### src/hdl/pse_pkg.sv
// ----------------------------------------------------------------------------
// pse_pkg: shared types and constants of the prefix stack evaluator
// Token and status codes, datapath actions, and the control and flag
// groups passed between the sequencer and the datapath.
// ----------------------------------------------------------------------------
package pse_pkg;

    localparam int STACK_DEPTH = 64;
    localparam int DATA_W      = 32;
    localparam int DEPTH_W     = 7;
    localparam int SP_W        = $clog2(STACK_DEPTH + 1);
    localparam int ADDR_W      = (STACK_DEPTH > 1) ? $clog2(STACK_DEPTH) : 1;

    // Last iteration index of the divide and power loops.
    localparam logic [4:0] DIV_LAST = 5'(DATA_W - 1);
    localparam logic [4:0] POW_LAST = 5'(DATA_W - 2);

    typedef enum logic [2:0] {
        OP_PUSH  = 3'd0,
        OP_ADD   = 3'd1,
        OP_SUB   = 3'd2,
        OP_MUL   = 3'd3,
        OP_DIV   = 3'd4,
        OP_POW   = 3'd5,
        OP_CLEAR = 3'd6,
        OP_NOP   = 3'd7
    } op_t;

    typedef enum logic [1:0] {
        ST_OK    = 2'd0,
        ST_UNDER = 2'd1,
        ST_OVER  = 2'd2,
        ST_DIVZ  = 2'd3
    } status_t;

    typedef enum logic [4:0] {
        ACT_NONE      = 5'd0,
        ACT_LATCH     = 5'd1,
        ACT_CLR_ST    = 5'd2,
        ACT_PUSH      = 5'd3,
        ACT_CLEAR     = 5'd4,
        ACT_LOAD_B    = 5'd5,
        ACT_ADD       = 5'd6,
        ACT_SUB       = 5'd7,
        ACT_MUL       = 5'd8,
        ACT_DIV_SETUP = 5'd9,
        ACT_DIV_STEP  = 5'd10,
        ACT_DIV_FIX   = 5'd11,
        ACT_POW_SETUP = 5'd12,
        ACT_POW_STEP  = 5'd13,
        ACT_POW_ONE   = 5'd14,
        ACT_WB        = 5'd15,
        ACT_ST_UNDER  = 5'd16,
        ACT_ST_OVER   = 5'd17,
        ACT_ST_DIVZ   = 5'd18,
        ACT_EMIT      = 5'd19
    } act_t;

    typedef struct packed {
        act_t act;
        logic in_rdy;
    } ctrl_t;

    typedef struct packed {
        logic in_acc;
        logic full;
        logic lt2;
        logic b_zero;
        logic b_neg;
        logic out_free;
        op_t  op;
    } flags_t;

endpackage

### src/hdl/pse_sequencer.sv
// ----------------------------------------------------------------------------
// pse_sequencer: microcode sequencer
// Holds the step counter, the iteration counter and the control store, and
// picks the next step from the datapath flags.
// ----------------------------------------------------------------------------
module pse_sequencer (
    input  logic            clk,
    input  logic            rst_n,
    input  pse_pkg::flags_t flags,
    output pse_pkg::ctrl_t  ctrl
);
    import pse_pkg::*;

    localparam int UPC_W = 5;

    localparam logic [UPC_W-1:0] U_IDLE  = 5'd0;
    localparam logic [UPC_W-1:0] U_DISP  = 5'd1;
    localparam logic [UPC_W-1:0] U_PUSH0 = 5'd2;
    localparam logic [UPC_W-1:0] U_PUSH1 = 5'd3;
    localparam logic [UPC_W-1:0] U_CLR   = 5'd4;
    localparam logic [UPC_W-1:0] U_B0    = 5'd5;
    localparam logic [UPC_W-1:0] U_B1    = 5'd6;
    localparam logic [UPC_W-1:0] U_ADD   = 5'd7;
    localparam logic [UPC_W-1:0] U_SUB   = 5'd8;
    localparam logic [UPC_W-1:0] U_MUL   = 5'd9;
    localparam logic [UPC_W-1:0] U_D0    = 5'd10;
    localparam logic [UPC_W-1:0] U_D1    = 5'd11;
    localparam logic [UPC_W-1:0] U_D2    = 5'd12;
    localparam logic [UPC_W-1:0] U_W0    = 5'd13;
    localparam logic [UPC_W-1:0] U_W1    = 5'd14;
    localparam logic [UPC_W-1:0] U_WB    = 5'd15;
    localparam logic [UPC_W-1:0] U_WONE  = 5'd16;
    localparam logic [UPC_W-1:0] U_UNDER = 5'd17;
    localparam logic [UPC_W-1:0] U_OVER  = 5'd18;
    localparam logic [UPC_W-1:0] U_DIVZ  = 5'd19;
    localparam logic [UPC_W-1:0] U_FIN   = 5'd20;

    typedef enum logic [3:0] {
        C_NEVER    = 4'd0,
        C_ALWAYS   = 4'd1,
        C_IN_ACC   = 4'd2,
        C_DISP     = 4'd3,
        C_DISP_ALU = 4'd4,
        C_FULL     = 4'd5,
        C_LT2      = 4'd6,
        C_B_ZERO   = 4'd7,
        C_B_NEG    = 4'd8,
        C_CNT_DONE = 4'd9,
        C_OUT_FREE = 4'd10
    } cond_t;

    typedef struct packed {
        cond_t            cond;
        logic             hold;
        logic [UPC_W-1:0] target;
        act_t             act;
        logic             in_rdy;
        logic             cnt_clr;
        logic             cnt_inc;
        logic [4:0]       loop_last;
    } uword_t;

    function automatic uword_t uw(cond_t c, logic h, logic [UPC_W-1:0] t, act_t a,
                                  logic rdy, logic clr, logic inc, logic [4:0] last);
        uword_t w;
        w.cond      = c;
        w.hold      = h;
        w.target    = t;
        w.act       = a;
        w.in_rdy    = rdy;
        w.cnt_clr   = clr;
        w.cnt_inc   = inc;
        w.loop_last = last;
        return w;
    endfunction

    // Control store. A step jumps to its target when its condition holds;
    // otherwise it stays put when hold is set and moves on by one if not.
    function automatic uword_t ucode(logic [UPC_W-1:0] addr);
        uword_t w;
        case (addr)
            U_IDLE:  w = uw(C_IN_ACC,   1'b1, U_DISP,  ACT_LATCH,     1'b1, 1'b0, 1'b0, 5'd0);
            U_DISP:  w = uw(C_DISP,     1'b0, U_FIN,   ACT_CLR_ST,    1'b0, 1'b0, 1'b0, 5'd0);
            U_PUSH0: w = uw(C_FULL,     1'b0, U_OVER,  ACT_NONE,      1'b0, 1'b0, 1'b0, 5'd0);
            U_PUSH1: w = uw(C_ALWAYS,   1'b0, U_FIN,   ACT_PUSH,      1'b0, 1'b0, 1'b0, 5'd0);
            U_CLR:   w = uw(C_ALWAYS,   1'b0, U_FIN,   ACT_CLEAR,     1'b0, 1'b0, 1'b0, 5'd0);
            U_B0:    w = uw(C_LT2,      1'b0, U_UNDER, ACT_NONE,      1'b0, 1'b0, 1'b0, 5'd0);
            U_B1:    w = uw(C_DISP_ALU, 1'b0, U_FIN,   ACT_LOAD_B,    1'b0, 1'b0, 1'b0, 5'd0);
            U_ADD:   w = uw(C_ALWAYS,   1'b0, U_WB,    ACT_ADD,       1'b0, 1'b0, 1'b0, 5'd0);
            U_SUB:   w = uw(C_ALWAYS,   1'b0, U_WB,    ACT_SUB,       1'b0, 1'b0, 1'b0, 5'd0);
            U_MUL:   w = uw(C_ALWAYS,   1'b0, U_WB,    ACT_MUL,       1'b0, 1'b0, 1'b0, 5'd0);
            U_D0:    w = uw(C_B_ZERO,   1'b0, U_DIVZ,  ACT_DIV_SETUP, 1'b0, 1'b1, 1'b0, 5'd0);
            U_D1:    w = uw(C_CNT_DONE, 1'b1, U_D2,    ACT_DIV_STEP,  1'b0, 1'b0, 1'b1, DIV_LAST);
            U_D2:    w = uw(C_ALWAYS,   1'b0, U_WB,    ACT_DIV_FIX,   1'b0, 1'b0, 1'b0, 5'd0);
            U_W0:    w = uw(C_B_NEG,    1'b0, U_WONE,  ACT_POW_SETUP, 1'b0, 1'b1, 1'b0, 5'd0);
            U_W1:    w = uw(C_CNT_DONE, 1'b1, U_WB,    ACT_POW_STEP,  1'b0, 1'b0, 1'b1, POW_LAST);
            U_WB:    w = uw(C_ALWAYS,   1'b0, U_FIN,   ACT_WB,        1'b0, 1'b0, 1'b0, 5'd0);
            U_WONE:  w = uw(C_ALWAYS,   1'b0, U_WB,    ACT_POW_ONE,   1'b0, 1'b0, 1'b0, 5'd0);
            U_UNDER: w = uw(C_ALWAYS,   1'b0, U_FIN,   ACT_ST_UNDER,  1'b0, 1'b0, 1'b0, 5'd0);
            U_OVER:  w = uw(C_ALWAYS,   1'b0, U_FIN,   ACT_ST_OVER,   1'b0, 1'b0, 1'b0, 5'd0);
            U_DIVZ:  w = uw(C_ALWAYS,   1'b0, U_FIN,   ACT_ST_DIVZ,   1'b0, 1'b0, 1'b0, 5'd0);
            U_FIN:   w = uw(C_OUT_FREE, 1'b1, U_IDLE,  ACT_EMIT,      1'b0, 1'b0, 1'b0, 5'd0);
            default: w = uw(C_ALWAYS,   1'b0, U_IDLE,  ACT_NONE,      1'b0, 1'b0, 1'b0, 5'd0);
        endcase
        return w;
    endfunction

    function automatic logic [UPC_W-1:0] disp_token(op_t op);
        logic [UPC_W-1:0] a;
        case (op)
            OP_PUSH:  a = U_PUSH0;
            OP_CLEAR: a = U_CLR;
            OP_NOP:   a = U_FIN;
            default:  a = U_B0;
        endcase
        return a;
    endfunction

    function automatic logic [UPC_W-1:0] disp_alu(op_t op);
        logic [UPC_W-1:0] a;
        case (op)
            OP_ADD:  a = U_ADD;
            OP_SUB:  a = U_SUB;
            OP_MUL:  a = U_MUL;
            OP_DIV:  a = U_D0;
            OP_POW:  a = U_W0;
            default: a = U_FIN;
        endcase
        return a;
    endfunction

    logic [UPC_W-1:0] upc_reg;
    logic [UPC_W-1:0] upc_next;
    logic [4:0]       cnt_reg;
    logic [4:0]       cnt_next;
    uword_t           word;
    logic             taken;
    logic [UPC_W-1:0] jump_addr;

    always_comb
    begin
        word = ucode(upc_reg);
        case (word.cond)
            C_NEVER:    taken = 1'b0;
            C_ALWAYS:   taken = 1'b1;
            C_IN_ACC:   taken = flags.in_acc;
            C_DISP:     taken = 1'b1;
            C_DISP_ALU: taken = 1'b1;
            C_FULL:     taken = flags.full;
            C_LT2:      taken = flags.lt2;
            C_B_ZERO:   taken = flags.b_zero;
            C_B_NEG:    taken = flags.b_neg;
            C_CNT_DONE: taken = (cnt_reg == word.loop_last);
            C_OUT_FREE: taken = flags.out_free;
            default:    taken = 1'b1;
        endcase

        case (word.cond)
            C_DISP:     jump_addr = disp_token(flags.op);
            C_DISP_ALU: jump_addr = disp_alu(flags.op);
            default:    jump_addr = word.target;
        endcase

        if (taken)
            upc_next = jump_addr;
        else if (word.hold)
            upc_next = upc_reg;
        else
            upc_next = upc_reg + 5'd1;

        if (word.cnt_clr)
            cnt_next = 5'd0;
        else if (word.cnt_inc)
            cnt_next = cnt_reg + 5'd1;
        else
            cnt_next = cnt_reg;
    end

    always_ff @(posedge clk or negedge rst_n)
    begin
        if (!rst_n)
        begin
            upc_reg <= U_IDLE;
            cnt_reg <= 5'd0;
        end
        else
        begin
            upc_reg <= upc_next;
            cnt_reg <= cnt_next;
        end
    end

    assign ctrl.act    = word.act;
    assign ctrl.in_rdy = word.in_rdy;

endmodule

### config.mk
export PLATFORM = sky130hd
export DESIGN_NAME = pse_sequencer
export DESIGN_NICKNAME = d
export VERILOG_FILES = /design/src/hdl/pse_pkg.sv /design/src/hdl/pse_sequencer.sv
export SDC_FILE = /design/constraint.sdc
export NUM_CORES = 1
export LEC_CHECK = 0
export BUFFER_PORTS_ARGS = -buffer_cell sky130_fd_sc_hd__buf_2
export CAP_MARGIN = 15
export CELL_PAD_IN_SITES_DETAIL_PLACEMENT = 1
export CELL_PAD_IN_SITES_GLOBAL_PLACEMENT = 1
export CORE_MARGIN = 10
export CORE_UTILIZATION = 43
export CTS_CLUSTER_SIZE = 25
export DETAILED_ROUTE_END_ITERATION = 12
export PLACE_DENSITY = 0.82
export SLEW_MARGIN = 10
export SYNTH_ARGS = -nofsm -noshare
export SYNTH_HDL_FRONTEND = slang
export SYNTH_SLANG_ARGS = --single-unit
export TNS_END_PERCENT = 50
### constraint.sdc
create_clock -name clk -period 2.95 [get_ports clk]
set_input_delay 0.59 -clock clk [delete_from_list [all_inputs] [get_ports clk]]
set_output_delay 0.59 -clock clk [all_outputs]
set_load 0.01 [all_outputs]
==> run summary <==
Antenna cells: 0
Asr flop ratio synth: 100.0%
Startpoint types: flop
EDFF count, synth: 0
Most common cell on crit path: ha_1
Area delta synth->final: 11.38%
Hold Vio Cnt, Final: 0
Worst Path Required: 3.08 ns
Register bit count reported by yosys: 10
Max Slew Vio Count: 0
Vias in the first global route: 1424
CTS sink cnt: 10
Tightest Pin Transition: 0.5316 ns
Port Buf Inserts: 16
Max_cap viols: 0
Max clock buf depth: 2
H-tree levels: 1
Number of DRC markers in iteration 0: 103
Post-layout nets: 223
Worst path bufs/invs: 2
First-pass GRT wire length: 7038 microns
Initial antenna violation count: 0
Syn_area_per_cell: 7.650 sq um
Period utilization: 94.53%
Per-cell routed wire length: 18.18 microns
Share of post-route cells with drive strength above 1: 18.50%
CTS Root Cell: clkbuf_4
Mapped Area: 1408 sq um
Total Routing Usage GR: 14.09%
Worst Hold Class: primary input to asynchronous set/reset pin
Outcome: finished, final reports clean
Die Ht: 77.22 microns
Mean number of vias per cell: 6.102
Slew HR: 64.56%
Hold Slack: 0.1617 ns
ANT nets after route: 0
R2R depth: 11
# Post-CTS Setup Buffers: 0
Cell count along the critical path: 11
Synth cell count leaders: nand2_1 (20), nor2_1 (17), a21oi_1 (14), o21ai_0 (14)
Global Route met3 Usage: 1.981%
Synth top area share: 17.78%
M2 GR Usage: 25.08%
Predominant post-synthesis flop cell: dfrtp_1
Tmin final: 2.789 ns
Initial core utilization: 45.36%
Fmax: 0.3586 GHz
Post-Syn Nets: 205
Final worst slack: 0.1612 ns
Clock tree from TritonCTS: done
M1 GR Usage: 16.60%
Pre-CTS WS: 0.1056 ns
Synth top area cells: dfrtp_1 (18%), ha_1 (8.9%), mux2i_1 (7.1%)
Crit path capture type: flop
Final core utilization: 50.52%
Synth cell types: 54
Total CTS buffers: 3
GR Overflow Total: 0
Slowest cell on crit path: a2111o_1
Worst EP arrival: 2.92 ns
Max IR drop VDD: 673.6 uV
Placed insts: 241
Horiz. Die Dim: 77.22 microns
Worst path cell trace: inv_1 -> ha_1 -> ha_1 -> nand3b_1 -> o221a_2 -> nor2_2 -> a32o_1 -> a31o_1 -> a2111o_1 -> buf_4 -> mux2i_1
Register area share after synthesis: 17.78%
Die ar.: 5962 sq um
Gate Count Post-Synth: 184
Critical path class: flop to flop
Count leader, synth: nand2_1
Setup_tns: 0 ns
Gpl congestion: 0.9006
Top-level I/O count: 17
Area of the core: 3103 sq um
Largest net degree at the start of global routing: 23
Top Usage Layer GRT: met2
Fin cells: 244
Clock transition at path regs: 0.07 ns
HPWL after DPL: 3620 microns
Dominant cell type by area after synthesis: dfrtp_1
DRC: 0
LEAKAGE: 0.0007160 uW
Setup violators final: 0
Power density cells: 1367 nW/um^2
Worst skew pair latency: 0.27 ns
Total Wirelength: 4435 microns
CP delay by family, top: compound AO/OA/AOI/OAI gates
Via Count: 1489
Ys Warns: 0
Worst Skew: 0.01349 ns
Critical Path Fanout Max: 7
Rows: 20
Unrepaired setup endpoints after global routing: false
Pre-Repair DR Iteration Count: 4
CP peak stage delay: 0.48 ns
area by class of cell:
type                    instances  area (sq um)
well taps                      44         55.05
inverters                       7         26.28
flip-flops and latches         10         251.5
multi-input cells             156          1072
fillers                       416          1535
clock buffers                   3         22.52
repair buffers                 24         140.1
routing by layer:
metal	vias to the layer above	wire length [microns]
met5	-	0
met2	44	2234
met3	8	208
li1	708	-
met4	0	55
met1	729	1937
worst register-to-register path, stage by stage (launching register included):
cell      delay (ns)
dfrtp_2         0.43
inv_1           0.13
ha_1            0.27
ha_1            0.25
nand3b_1        0.13
o221a_2         0.23
nor2_2          0.05
a32o_1          0.20
a31o_1          0.18
a2111o_1        0.48
buf_4           0.19
mux2i_1         0.12
power by group:
part / internal (uW) / leakage, uW / switching (uW) / total [uW]
clock network: 47.1 / 0.0000138 / 47.7 / 94.7
registers: 190 / 0.000130 / 94.1 / 284
logic: 762 / 0.000573 / 1000 / 1770
placed cells by master, fill, tap and decap left out, types with 2 or more instances in the layout:
cell	Yosys	layout
a22oi_1	3	3
a211oi_1	2	2
nand2_1	20	20
inv_1	7	7
buf_4	1	8
o21ai_0	14	14
xnor2_1	3	3
nor2b_1	2	2
nand2b_1	3	3
a31oi_1	2	2
dfrtp_1	10	9
nor2_1	17	17
nand3_1	2	2
ha_1	10	10
nand4_1	3	3
clkbuf_4	0	3
xor2_1	5	5
o22ai_1	4	4
nor3_1	8	8
and2_1	3	3
mux2_4	2	2
a21oi_1	14	14
mux2i_1	10	9
o211ai_1	2	2
buf_2	2	16
kinds of logic after synthesis:
kind of cell	count (synthesis)	share of synthesized area, %
and+or+nand+nor	68	23.91
AOI/OAI and AO/OA	57	28.09
buffers and inverters	18	6.311
muxes	13	10.04
adders and majority gates	10	8.889
DFF	10	17.78
xor gates and xnor gates	8	4.978
worst paths after layout:
| path | end | slack, ns | start |
|---|---|---|---|
| max | upc_reg[0] | 0.16 | upc_reg[0] |
| min | cnt_reg[2] | 0.16 | rst_n |
| max reg2reg | upc_reg[0] | 0.16 | upc_reg[0] |
| min reg2reg | cnt_reg[4] | 0.61 | cnt_reg[4] |
| max in group asynchronous | upc_reg[0] | 2.56 | rst_n |
| min in group clk | cnt_reg[4] | 0.61 | cnt_reg[4] |
stage by stage:
step                      cell area [sq um]  total power (uW)
after floorplan                        1408              1543
after global placement                 1540              1959
after detailed placement               1540              2019
after CTS                              1563              2122
after global routing                   1568              2305
final                                  1568              2144
timing repair:
action / 4_1_cts / 5_1_grt
resized for setup: 0 / 2
hold buffers: 0 / 0
setup endpoints to repair: 0 / 5
No activity file was read; power rests on OpenSTA's default activity.
